==> config.mk <==
export PLATFORM = sky130hd
export DESIGN_NAME = kq_hop_check
export DESIGN_NICKNAME = d
export VERILOG_FILES = /design/src/hdl/kq_pkg.sv /design/src/hdl/kq_hop_check.sv
export SDC_FILE = /design/constraint.sdc
export NUM_CORES = 1
export LEC_CHECK = 0
export ABC_AREA = 1
export BUFFER_PORTS_ARGS = -buffer_cell sky130_fd_sc_hd__buf_2
export CAP_MARGIN = 5
export CORE_MARGIN = 5
export CORE_UTILIZATION = 52
export DETAILED_ROUTE_END_ITERATION = 10
export PLACE_DENSITY = 0.8
export SETUP_SLACK_MARGIN = 0.2
export SKIP_LAST_GASP = 1
export SLEW_MARGIN = 20
export SYNTH_ARGS = -nofsm -noshare
export SYNTH_HDL_FRONTEND = slang
export SYNTH_SLANG_ARGS = --single-unit
==> constraint.sdc <==
create_clock -name clk -period 2.3 [get_ports clk]
set_input_delay 0.46 -clock clk [delete_from_list [all_inputs] [get_ports clk]]
set_output_delay 0.46 -clock clk [all_outputs]
set_load 0.005 [all_outputs]
==> src/hdl/kq_pkg.sv <==
// Shared types, constants and the round function for the rolling-code hop decoder.
// Depends on nothing; every other file of the block imports it.
`timescale 1ns / 1ps

package kq_pkg;

    // Number of decryption rounds, one cell each.
    localparam int ROUNDS = 528;

    // Nonlinear function, indexed by five state bits.
    localparam logic [31:0] NLF_TABLE = 32'h3A5C742E;

    localparam int HOP_W        = 32;
    localparam int COUNTER_W    = 16;
    localparam int KEY_W        = 64;
    localparam int BUTTON_W     = 4;
    localparam int DISC_W       = 10;
    localparam int DISC_LOW_W   = 8;
    localparam int OUT_TDATA_W  = 56;
    localparam int CFG_INDEX_W  = 2;
    localparam int CFG_DATA_W   = 64;
    localparam int PAIR_WINDOW  = 256;

    // Configuration register indexes.
    localparam logic [CFG_INDEX_W-1:0] CFG_DEVICE_KEY      = 2'd0;
    localparam logic [CFG_INDEX_W-1:0] CFG_EXPECTED_BUTTON = 2'd1;
    localparam logic [CFG_INDEX_W-1:0] CFG_EXPECTED_DISC   = 2'd2;

    // One decoded hop as it leaves the check stage.
    typedef struct packed {
        logic [HOP_W-1:0] plain_word;
        logic             hop_ok;
        logic             pair_ok;
    } kq_result_t;

    // Key bit used by round r: bit (15 - r) mod 64.
    function automatic logic [5:0] kq_key_index(input int r);
        kq_key_index = 6'((15 - r) & 63);
    endfunction

    // One decryption round of the nonlinear feedback shift register.
    function automatic logic [HOP_W-1:0] kq_round(input logic [HOP_W-1:0] x,
                                                  input logic             key_bit);
        logic [4:0] sel;
        logic       fb;
        sel = {x[30], x[25], x[19], x[8], x[0]};
        fb  = x[31] ^ x[15] ^ key_bit ^ NLF_TABLE[sel];
        kq_round = {x[HOP_W-2:0], fb};
    endfunction

endpackage

==> src/hdl/kq_hop_check.sv <==
// Button and discriminator check plus the counter pair check against the previous hop.
// Depends on kq_pkg.
`timescale 1ns / 1ps

module kq_hop_check
    import kq_pkg::*;
(
    input  logic                clk,
    input  logic                rst_n,
    input  logic                advance,
    input  logic                in_valid,
    input  logic [HOP_W-1:0]    in_data,
    input  logic [BUTTON_W-1:0] expected_button,
    input  logic [DISC_W-1:0]   expected_discriminator,
    output logic                out_valid,
    output kq_result_t          out_result
);

    logic                 valid_reg;
    kq_result_t           result_reg;
    kq_result_t           result_next;
    logic [COUNTER_W-1:0] prev_counter_reg;
    logic                 prev_valid_reg;

    logic [COUNTER_W-1:0] counter;
    logic [DISC_W-1:0]    disc;
    logic                 button_match;
    logic                 disc_match;
    logic [COUNTER_W:0]   diff;
    logic                 hop_ok;
    logic                 pair_ok;

    assign counter      = in_data[COUNTER_W-1:0];
    assign disc         = in_data[COUNTER_W +: DISC_W];
    assign button_match = (in_data[HOP_W-1 -: BUTTON_W] == expected_button);
    // A full match implies a match on the low bits, so the low bits decide.
    assign disc_match   = (disc == expected_discriminator)
                       || (disc[DISC_LOW_W-1:0] == expected_discriminator[DISC_LOW_W-1:0]);
    assign hop_ok       = button_match && disc_match;

    // Counter advance, compared without wrap-around.
    assign diff    = {1'b0, counter} - {1'b0, prev_counter_reg};
    assign pair_ok = hop_ok && prev_valid_reg && (counter > prev_counter_reg)
                  && (diff <= (COUNTER_W+1)'(PAIR_WINDOW));

    always_comb
    begin
        result_next.plain_word = in_data;
        result_next.hop_ok     = hop_ok;
        result_next.pair_ok    = pair_ok;
    end

    always_ff @(posedge clk or negedge rst_n)
    begin
        if (!rst_n)
        begin
            valid_reg        <= 1'b0;
            prev_valid_reg   <= 1'b0;
            prev_counter_reg <= '0;
        end
        else if (advance)
        begin
            valid_reg <= in_valid;
            if (in_valid)
            begin
                prev_valid_reg   <= hop_ok;
                prev_counter_reg <= counter;
            end
        end
    end

    always_ff @(posedge clk)
    begin
        if (advance)
        begin
            result_reg <= result_next;
        end
    end

    assign out_valid  = valid_reg;
    assign out_result = result_reg;

endmodule

==> metrics.json, run 1 <==
{
  "drt": {
    "postRouteAntennaNets": 0,
    "num_vias": 2594,
    "detailedRoute.firstIterationViolations": 99,
    "wl_um": 6330,
    "routed_wire_length_per_instance_um": 11.9,
    "detail_route.first_pass.iterations": 4,
    "post_drt_via_cell_ratio": 4.89,
    "drcViolationCount": 0
  },
  "timing": {
    "report.final.setup_viol": 0,
    "rsz0062_at_grt": "false",
    "timing.final.hold_violations": 0,
    "slew-limit-headroom": 0.713,
    "finalWorstPathRequiredPeriod_ns": 1.97,
    "hold_worst_slack_ns": 0.0825,
    "final.setup.worst_slack_ns": 0.325,
    "worst_clock_skew_ns": 0.00484,
    "slew_at_the_pin_closest_to_its_max_slew_limit_ns": 0.430,
    "finalMaxSlewViolations": 0,
    "post-route-period-util": 0.859,
    "max_freq_mhz": 506
  },
  "final_layout": {
    "most_common_cell_after_layout_fill_and_taps_aside": "sky130_fd_sc_hd__nand2_1",
    "synthToLayoutAreaGrowth_pct": 20.7,
    "layout_common_cells": "sky130_fd_sc_hd__nand2_1, sky130_fd_sc_hd__buf_2, sky130_fd_sc_hd__inv_1",
    "fill_cells": 462,
    "antenna_diode_instance_count": 0,
    "finalNetCount": 525,
    "proportion_of_layout_cells_with_a_drive_suffix_above_1": 0.272,
    "largest_reg_flops": 34,
    "final_instance_area_mm2": 0.00364
  },
  "clocking": {
    "tritoncts": "built",
    "clock_network_latency_to_the_later_pin_of_the_worst_skew_pair_ns": 0.30,
    "post_cts_clock_slew_at_the_launch_and_capture_registers_of_the_worst_setup_and_hold_paths_ns": 0.09,
    "cts.sink_count": 52,
    "cts-buffers-inserted": 5,
    "cts_max_path_buffers": 2,
    "cts_htree_levels": 2,
    "clock-root-buffer": "sky130_fd_sc_hd__clkbuf_8"
  },
  "global_routing": {
    "grt_remaining_overflow": 0,
    "number_of_antenna_violations_at_the_first_check_in_global_routing": 0,
    "grt_first_pass_wirelength_um": 10600,
    "grt.total_usage": 0.174,
    "grt_max_degree": 36,
    "grt_pass1_vias": 2491
  },
  "critical_path": {
    "crit_chain": "ha_2 -> inv_2 -> fa_2 -> nor2_1 -> nand3_1 -> a21oi_2 -> nand3_1 -> nor2_1 -> nand2_1 -> nand2_1 -> nand4_1 -> nor2_1",
    "setup.worst_path.start": "prev_counter_reg[0]",
    "origin_of_the_critical_flop_to_flop_path": "prev_counter_reg[0]",
    "crit_path_kind": "reg2reg",
    "ff2ff_path_depth": 12,
    "required_time_of_the_critical_path_ns": 2.47,
    "timing.rr.end": "out_result[0]",
    "startpoint_type": "flip-flop",
    "slack_of_the_worst_reg_to_reg_path_ns": 0.33,
    "critPathArrivalTime_ns": 2.14,
    "cp.buffers_inverters": 1,
    "critPathMaxStageDelay_ns": 0.42,
    "critPathTopFamily": "simple AND/OR/NAND/NOR gates",
    "critPathMostFrequentCell": "sky130_fd_sc_hd__nor2_1",
    "worstPathMaxFanout": 2,
    "worst_setup_path_end_kind": "flip-flop",
    "crit_path_top_delay_cell": "sky130_fd_sc_hd__fa_2"
  },
  "logic_synthesis": {
    "synth_warnings": 0,
    "seq_area_frac_synth": 0.488,
    "number_of_flops_mapped_to_enable_cells_by_yosys": 34,
    "yosys_register_bits": 52,
    "avgSynthCellArea_um2": 8.19,
    "async_reset_ff_frac": 0.346,
    "ys_dominant_reg_cell": "sky130_fd_sc_hd__edfxtp_1",
    "netlist_area_mm2": 0.00301,
    "syn_nets": 435,
    "yosysUniqueCellTypes": 25,
    "syn_inst": 368
  },
  "pwr": {
    "power.share.switching": 0.320,
    "pwr-share-seq": 0.477,
    "power_internal_mw": 1.58,
    "p_leak_nw": 1.93,
    "combinational_cell_fraction_of_total_power": 0.305,
    "vdd_ir_drop_max_mv": 0.307,
    "power_switching_uw": 742,
    "power.density_mw_per_mm2": 637,
    "post-layout-total-power_mw": 2.32,
    "pwr-share-clk": 0.218
  },
  "placement": {
    "port-buffer-count": 82,
    "globalplace.congestion": 0.861,
    "dp_hpwl_um": 5110,
    "placedInstanceArea_mm2": 0.00352,
    "preCtsSetupSlack_ns": -0.00238
  },
  "min_path": {
    "min-delay-path-class": "in2async"
  },
  "die": {
    "area_enclosed_by_the_die_boundary_mm2": 0.00742,
    "floorplan.initialDensity": 0.541,
    "io_pins": 85,
    "num_rows": 27,
    "core_mm2": 0.00557,
    "fp.dieW_um": 86.1,
    "floorplan_die_height_um": 86.1
  },
  "flow_run": {
    "timing.max_cap.violations": 0
  },
  "run_status": {
    "status": "finished clean"
  }
}
cells by family (layout without fill, tap and decap cells):
| kind of cell | Yosys count | count (layout) | share of synthesized area |
|---|---|---|---|
| AO/OA/AOI/OAI | 35 | 35 | 0.0619 |
| XOR/XNOR | 8 | 8 | 0.0233 |
| adder cells (fa/ha/maj) | 17 | 17 | 0.0731 |
| buffers and inverters | 75 | 166 | 0.0934 |
| flip-flops | 52 | 52 | 0.488 |
| AND/OR/NAND/NOR | 181 | 181 | 0.260 |
synth_stat cells (2+ instances only):
cell,number,share of area
sky130_fd_sc_hd__nand2_2,13,0.027
sky130_fd_sc_hd__edfxtp_1,34,0.34
sky130_fd_sc_hd__nand4_1,3,0.0062
sky130_fd_sc_hd__nor2_1,40,0.050
sky130_fd_sc_hd__o21ai_0,6,0.010
sky130_fd_sc_hd__dfrtp_1,18,0.15
sky130_fd_sc_hd__nand3_2,2,0.0066
sky130_fd_sc_hd__a21oi_1,26,0.043
sky130_fd_sc_hd__a21oi_2,2,0.0058
sky130_fd_sc_hd__xnor2_1,7,0.020
sky130_fd_sc_hd__clkbuf_1,3,0.0037
sky130_fd_sc_hd__nand3_1,20,0.033
sky130_fd_sc_hd__ha_1,16,0.066
sky130_fd_sc_hd__inv_1,68,0.085
sky130_fd_sc_hd__inv_2,4,0.0050
sky130_fd_sc_hd__nand2_1,97,0.12
through the flow:
stage | setup TNS [ns] | utilization | cells
floorplan | 0 | - | 368
global placement | 0 | 0.632 | 522
detailed placement | -0.00238 | 0.632 | 522
CTS | 0 | 0.648 | 530
global route | 0 | 0.653 | 531
finish | 0 | 0.653 | 531
cell type report:
type                       count  area [um2]  area share
sequential                    52        1470       0.405
multi-input combinational    241        1280       0.351
timing repair buffer          86         440       0.121
inverter                      72         270      0.0743
tap                           72        90.1      0.0248
clock buffer                   6        72.6      0.0200
clock inverter                 2        16.3     0.00447
repair_timing:
action                                  CTS  global route
gates resized for setup                   0             6
hold buffers                              0             0
setup buffers                             0             1
hold endpoints to repair                  0             0
endpoints found under the setup margin    0             1
worst reg2reg max path: stages (launching register included):
cell and delay (ns):
sky130_fd_sc_hd__dfrtp_1 0.39, sky130_fd_sc_hd__ha_2 0.19, sky130_fd_sc_hd__inv_2 0.06, sky130_fd_sc_hd__fa_2 0.43, sky130_fd_sc_hd__nor2_1 0.11, sky130_fd_sc_hd__nand3_1 0.09
sky130_fd_sc_hd__a21oi_2 0.10, sky130_fd_sc_hd__nand3_1 0.07, sky130_fd_sc_hd__nor2_1 0.09, sky130_fd_sc_hd__nand2_1 0.06, sky130_fd_sc_hd__nand2_1 0.06, sky130_fd_sc_hd__nand4_1 0.09
sky130_fd_sc_hd__nor2_1 0.11
per-layer routing:
layer  GRT usage  part of all wire  vias up
li1            -                 -     1334
met1       0.213              0.43     1179
met2       0.312              0.50       71
met3      0.0240             0.060       10
met4      0.0619             0.018        0
met5           0                 0        -
power groups by stage:
stage,clock (mW),combinational [mW],sequential [mW]
finish,0.506,0.707,1.10
CTS,0.526,0.695,1.11
global route,0.562,0.803,1.11
detailed placement,0,0.691,1.13
floorplan,0,0.462,1.13
global placement,0,0.665,1.12
worst max-delay path by stage:
stage,to,slack [ns],depth (start not counted)
after floorplan,out_result[0],0.24,13
after global routing,out_result[0],0.20,12
after CTS,out_result[0],0.27,14
after detailed placement,out_result[0],-0.002,16
final,out_result[0],0.33,12
after global placement,out_result[0],0.03,16
No activity file was read; power rests on OpenSTA's default activity.
==> run 2, diff against run 1 <==
Settings changed: ABC_AREA 1 to not set, CORE_UTILIZATION 52 to 51, PLACE_DENSITY 0.8 to 0.79.
==> metrics.json, run 2 <==
{
  "placement": {
    "port-buffer-count": 82,
    "placedInstanceArea_mm2": 0.00358,
    "globalplace.congestion": 0.949,
    "dpl.cell_count": 420,
    "dp_hpwl_um": 5030
  },
  "logic_synthesis": {
    "seq_area_frac_synth": 0.529,
    "number_of_flops_mapped_to_enable_cells_by_yosys": 34,
    "ys_dominant_reg_cell": "sky130_fd_sc_hd__edfxtp_1",
    "yosys.area.top_type_share": 0.367,
    "yosys_register_bits": 52,
    "avgSynthCellArea_um2": 11.8,
    "async_reset_ff_frac": 0.346,
    "netlist_area_mm2": 0.00278,
    "yosys-top-cells-area": "sky130_fd_sc_hd__edfxtp_1, sky130_fd_sc_hd__dfrtp_1, sky130_fd_sc_hd__ha_1",
    "syn_nets": 302,
    "syn_inst": 235,
    "library_cell_with_the_largest_summed_area_after_synthesis": "sky130_fd_sc_hd__edfxtp_1",
    "yosysUniqueCellTypes": 40,
    "synth_top_cells_by_count": "sky130_fd_sc_hd__edfxtp_1, sky130_fd_sc_hd__inv_1, sky130_fd_sc_hd__dfrtp_1, sky130_fd_sc_hd__a21oi_1, sky130_fd_sc_hd__ha_1",
    "synth_warnings": 0,
    "synthMostInstantiatedCell": "sky130_fd_sc_hd__edfxtp_1"
  },
  "global_routing": {
    "grt_first_pass_wirelength_um": 10700,
    "grt_max_degree": 36,
    "grt_remaining_overflow": 0,
    "number_of_antenna_violations_at_the_first_check_in_global_routing": 0,
    "grt.total_usage": 0.190,
    "grt_pass1_vias": 2249
  },
  "critical_path": {
    "critPathArrivalTime_ns": 2.70,
    "worst_setup_path_end_kind": "flip-flop",
    "worstPathMaxFanout": 2,
    "startpoint_type": "flip-flop",
    "crit_path_kind": "reg2reg",
    "required_time_of_the_critical_path_ns": 2.47
  },
  "min_path": {
    "min-delay-path-class": "in2async"
  },
  "timing": {
    "slew_at_the_pin_closest_to_its_max_slew_limit_ns": 0.454,
    "tns_ns": -0.234,
    "finalMaxSlewViolations": 0,
    "timing.final.hold_violations": 0,
    "final.setup.worst_slack_ns": -0.234,
    "max_freq_mhz": 395,
    "worst_clock_skew_ns": 0.0146,
    "post-route-period-util": 1.10,
    "hold_worst_slack_ns": 0.0723,
    "report.final.setup_viol": 1,
    "rsz0062_at_grt": "true",
    "slew-limit-headroom": 0.697,
    "finalWorstPathRequiredPeriod_ns": 2.53
  },
  "final_layout": {
    "largest_reg_flops": 34,
    "proportion_of_layout_cells_with_a_drive_suffix_above_1": 0.447,
    "layout.core_utilization": 0.717,
    "layout_common_cells": "sky130_fd_sc_hd__buf_2, sky130_fd_sc_hd__buf_4, sky130_fd_sc_hd__edfxtp_1",
    "layout.cells.non_filler": 430,
    "finalNetCount": 426,
    "antenna_diode_instance_count": 0,
    "final_instance_area_mm2": 0.00373,
    "most_common_cell_after_layout_fill_and_taps_aside": "sky130_fd_sc_hd__buf_2",
    "synthToLayoutAreaGrowth_pct": 34.2
  },
  "drt": {
    "num_vias": 2240,
    "postRouteAntennaNets": 0,
    "routed_wire_length_per_instance_um": 14.9,
    "detailedRoute.firstIterationViolations": 149,
    "detail_route.first_pass.iterations": 4,
    "drcViolationCount": 0,
    "wl_um": 6410,
    "post_drt_via_cell_ratio": 5.21
  },
  "pwr": {
    "power.density_mw_per_mm2": 708,
    "vdd_ir_drop_max_mv": 0.349,
    "p_leak_nw": 1.70
  },
  "clocking": {
    "clock-root-buffer": "sky130_fd_sc_hd__clkbuf_8",
    "cts.sink_count": 52,
    "post_cts_clock_slew_at_the_launch_and_capture_registers_of_the_worst_setup_and_hold_paths_ns": 0.10,
    "cts-buffers-inserted": 5,
    "clock_network_latency_to_the_later_pin_of_the_worst_skew_pair_ns": 0.31,
    "cts_htree_levels": 2,
    "cts_max_path_buffers": 2,
    "tritoncts": "built",
    "cts-hold-fix-buffers": 0
  },
  "die": {
    "core_mm2": 0.00520,
    "fp.dieW_um": 83.8,
    "num_rows": 26,
    "floorplan.initialDensity": 0.534,
    "io_pins": 85,
    "area_enclosed_by_the_die_boundary_mm2": 0.00703,
    "floorplan_die_height_um": 83.8
  },
  "run_status": {
    "status": "finished with violations",
    "violations_in_the_final_reports": "negative setup slack"
  },
  "flow_run": {
    "timing.max_cap.violations": 0
  }
}
-- run 2: through the flow --
stage          setup WS, ns  total power [mW]
6_report             -0.234              2.64
5_1_grt              -0.354              2.82
4_1_cts              -0.251              2.65
3_5_place_dp         -0.551              2.00
3_3_place_gp         -0.449              1.97
2_1_floorplan        -0.248              1.64
-- run 2: cells by family (layout without fill, tap and decap cells) --
group,Yosys count,after routing,share of synthesized area
xor gates and xnor gates,18,18,0.0567
buffers and inverters,29,154,0.0446
adders and majority gates,17,17,0.0792
muxes,19,19,0.0761
DFF,52,52,0.529
and+or+nand+nor,48,48,0.0909
AOI/OAI and AO/OA,52,52,0.123
-- run 2: repair_timing --
item | CTS | global route
gates resized for setup | 1 | 2
setup endpoints to repair | 1 | 1
pin swaps | 7 | 7
buffers inserted | 1 | 1
-- run 2: power by group --
part / switching [mW] / leakage, nW / internal [mW]
logic: 0.440 / 1.10 / 0.441
registers: 0.0321 / 0.548 / 1.09
clock network: 0.310 / 0.0548 / 0.328
total: 0.782 / 1.70 / 1.86
-- run 2: cell type report --
type	count	area (um2)
multi-input combinational	154	1250
clock buffer	5	68.8
fill	409	1470
tap	70	87.6
timing repair buffer	125	733
inverter	21	78.8
sequential	52	1470
clock inverter	3	46.3
-- run 2: critical path, cell delays in order (launching register included) --
cell and delay [ns]:
sky130_fd_sc_hd__dfrtp_1 0.40, sky130_fd_sc_hd__inv_2 0.08, sky130_fd_sc_hd__ha_4 0.19, sky130_fd_sc_hd__nor2b_4 0.12
sky130_fd_sc_hd__o2111a_2 0.26, sky130_fd_sc_hd__o21ai_2 0.15, sky130_fd_sc_hd__o22ai_2 0.10, sky130_fd_sc_hd__o211a_1 0.23
sky130_fd_sc_hd__o21a_1 0.18, sky130_fd_sc_hd__or4b_4 0.48, sky130_fd_sc_hd__a211oi_2 0.18
-- run 2: layer usage --
metal	share of wire	vias to the layer above	global-route usage
met4	0.020	0	0.0526
met2	0.48	88	0.326
met5	0	-	0
li1	-	1114	-
met3	0.081	13	0.0563
met1	0.42	1025	0.231
-- run 2: path summary, 6_finish.rpt --
path / slack (ns) / endpoint / cells past startpoint / start
worst max-delay path: -0.23 / out_result[0] / 10 / prev_counter_reg[1]
worst min-delay path: 0.07 / prev_counter_reg[15] / 1 / rst_n
worst max register to register: -0.23 / out_result[0] / 10 / prev_counter_reg[1]
worst min register to register: 0.50 / prev_counter_reg[13] / 1 / prev_counter_reg[13]
max in group asynchronous: 1.90 / prev_counter_reg[6] / 1 / rst_n
min in group clk: 0.32 / out_result[29] / 1 / in_data[27]
==> run 3, diff against run 2 <==
Settings changed: CORE_ASPECT_RATIO set to 1.75, MAX_ROUTING_LAYER set to met4.
==> metrics.json, run 3 (synthesis results as in run 2) <==
{
  "critical_path": {
    "crit_path_kind": "reg2reg",
    "required_time_of_the_critical_path_ns": 2.44,
    "critPathArrivalTime_ns": 2.72,
    "startpoint_type": "flip-flop",
    "slack_of_the_worst_reg_to_reg_path_ns": -0.28,
    "worstPathMaxFanout": 3,
    "origin_of_the_critical_flop_to_flop_path": "prev_counter_reg[1]",
    "ff2ff_path_depth": 10,
    "timing.rr.end": "out_result[0]",
    "worst_setup_path_end_kind": "flip-flop"
  },
  "final_layout": {
    "finalNetCount": 421,
    "layout_common_cells": "sky130_fd_sc_hd__buf_2, sky130_fd_sc_hd__buf_4, sky130_fd_sc_hd__edfxtp_1",
    "final_instance_area_mm2": 0.00371,
    "largest_reg_flops": 34,
    "proportion_of_layout_cells_with_a_drive_suffix_above_1": 0.434,
    "synthToLayoutAreaGrowth_pct": 33.5,
    "most_common_cell_after_layout_fill_and_taps_aside": "sky130_fd_sc_hd__buf_2",
    "fill_cells": 415,
    "area_occupied_by_multi_input_gates_mm2": 0.00124,
    "antenna_diode_instance_count": 0,
    "register_area_mm2": 0.00147
  },
  "clocking": {
    "cts-buffers-inserted": 5,
    "post_cts_clock_slew_at_the_launch_and_capture_registers_of_the_worst_setup_and_hold_paths_ns": 0.09,
    "tritoncts": "built",
    "cts.sink_count": 52,
    "cts_max_path_buffers": 2,
    "cts_htree_levels": 2,
    "clock-root-buffer": "sky130_fd_sc_hd__clkbuf_8",
    "clock_network_latency_to_the_later_pin_of_the_worst_skew_pair_ns": 0.30
  },
  "die": {
    "num_rows": 35,
    "floorplan_die_height_um": 108,
    "area_enclosed_by_the_die_boundary_mm2": 0.00709,
    "fp.dieW_um": 65.8,
    "io_pins": 85,
    "floorplan.initialDensity": 0.525,
    "core_mm2": 0.00530
  },
  "timing": {
    "slew_at_the_pin_closest_to_its_max_slew_limit_ns": 0.460,
    "finalWorstPathRequiredPeriod_ns": 2.58,
    "post-route-period-util": 1.12,
    "hold_worst_slack_ns": 0.0884,
    "max_freq_mhz": 388,
    "final.setup.worst_slack_ns": -0.278,
    "worst_clock_skew_ns": 0.00375,
    "rsz0062_at_grt": "true",
    "finalMaxSlewViolations": 0,
    "report.final.setup_viol": 1,
    "timing.final.hold_violations": 0,
    "slew-limit-headroom": 0.693
  },
  "drt": {
    "routed_wire_length_per_instance_um": 14.9,
    "postRouteAntennaNets": 0,
    "wl_um": 6380,
    "post_drt_via_cell_ratio": 5.21,
    "num_vias": 2236,
    "drcViolationCount": 0,
    "detail_route.first_pass.iterations": 4,
    "detailedRoute.firstIterationViolations": 55
  },
  "placement": {
    "dp_hpwl_um": 5020,
    "port-buffer-count": 82,
    "globalplace.congestion": 0.945,
    "placedInstanceArea_mm2": 0.00356,
    "preCtsSetupSlack_ns": -0.526
  },
  "pwr": {
    "power_switching_uw": 748,
    "post-layout-total-power_mw": 2.70,
    "power.share.switching": 0.276,
    "power_internal_mw": 1.96,
    "power.density_mw_per_mm2": 729,
    "pwr-share-seq": 0.415,
    "combinational_cell_fraction_of_total_power": 0.318,
    "pwr-share-clk": 0.268,
    "p_leak_nw": 1.69,
    "vdd_ir_drop_max_mv": 0.479
  },
  "global_routing": {
    "grt.total_usage": 0.195,
    "number_of_antenna_violations_at_the_first_check_in_global_routing": 0,
    "grt_first_pass_wirelength_um": 10300,
    "grt_pass1_vias": 2364,
    "grt_remaining_overflow": 0,
    "grt_max_degree": 36
  },
  "flow_run": {
    "timing.max_cap.violations": 0
  },
  "min_path": {
    "min-delay-path-class": "in2async"
  },
  "run_status": {
    "status": "finished with violations",
    "violations_in_the_final_reports": "negative setup slack"
  }
}
## run 3: changes by cell type in the layout (fill, tap and decap cells not counted), sizes merged
cell | previous run | this run
buf | 125 | 120
bufinv | 1 | 2
clkbuf | 5 | 6
clkinvlp | 1 | 0
inv | 22 | 21
## run 3: critical path: stages (launching register included)
cell and delay [ns]:
sky130_fd_sc_hd__dfrtp_1 0.40, sky130_fd_sc_hd__inv_2 0.08, sky130_fd_sc_hd__ha_4 0.19, sky130_fd_sc_hd__nor2b_4 0.12
sky130_fd_sc_hd__o2111a_2 0.28, sky130_fd_sc_hd__o21ai_4 0.19, sky130_fd_sc_hd__o22ai_2 0.10, sky130_fd_sc_hd__o211a_1 0.21
sky130_fd_sc_hd__o21a_1 0.18, sky130_fd_sc_hd__or4b_4 0.49, sky130_fd_sc_hd__a211oi_2 0.19
## run 3: routing by layer
layer	vias up	global-route usage	routed length (um)	part of all wire
li1	1095	-	-	-
met1	1050	0.182	2330	0.36
met2	72	0.367	3540	0.56
met3	19	0.0366	297	0.047
met4	0	0.0964	214	0.034
met5	-	-	0	0
## run 3: power by group through the flow
stage	clock network (mW)	registers (mW)	logic, mW
4_1_cts	0.744	1.12	0.854
3_3_place_gp	0	1.14	0.829
5_1_grt	0.785	1.13	0.961
3_5_place_dp	0	1.14	0.843
2_1_floorplan	0	1.15	0.494
6_report	0.724	1.12	0.859
## run 3: layout make-up
cell class | instances | share of cell area
multi-input cells | 154 | 0.334
clock buffers | 6 | 0.0196
flip-flops and latches | 52 | 0.396
clock inverters | 2 | 0.0162
well taps | 74 | 0.0249
inverters | 21 | 0.0212
repair buffers | 120 | 0.187
## run 3: how the worst max path moves through the flow
stage | startpoint | to | depth (start not counted)
finish | prev_counter_reg[1] | out_result[0] | 10
global route | prev_counter_reg[0] | out_result[0] | 11
CTS | prev_counter_reg[1] | out_result[0] | 10
detailed placement | in_data[0] | out_result[0] | 13
global placement | in_data[0] | out_result[0] | 13
floorplan | in_data[1] | out_result[0] | 9
## run 3: metrics by stage
step                       util  TNS (ns)  instances
final                     0.700    -0.278        429
after global routing      0.700    -0.503        429
after CTS                 0.698    -0.277        428
after detailed placement  0.671    -0.526        420
after global placement    0.671    -0.456        420
after floorplan               -    -0.248        235
## run 3: what timing repair did
item / in CTS / in global routing
gates resized for setup: 1 / 1
setup buffers: 0 / 1
endpoints found under the setup margin: 1 / 1
pin swaps: 5 / 1
hold buffers: 0 / 0
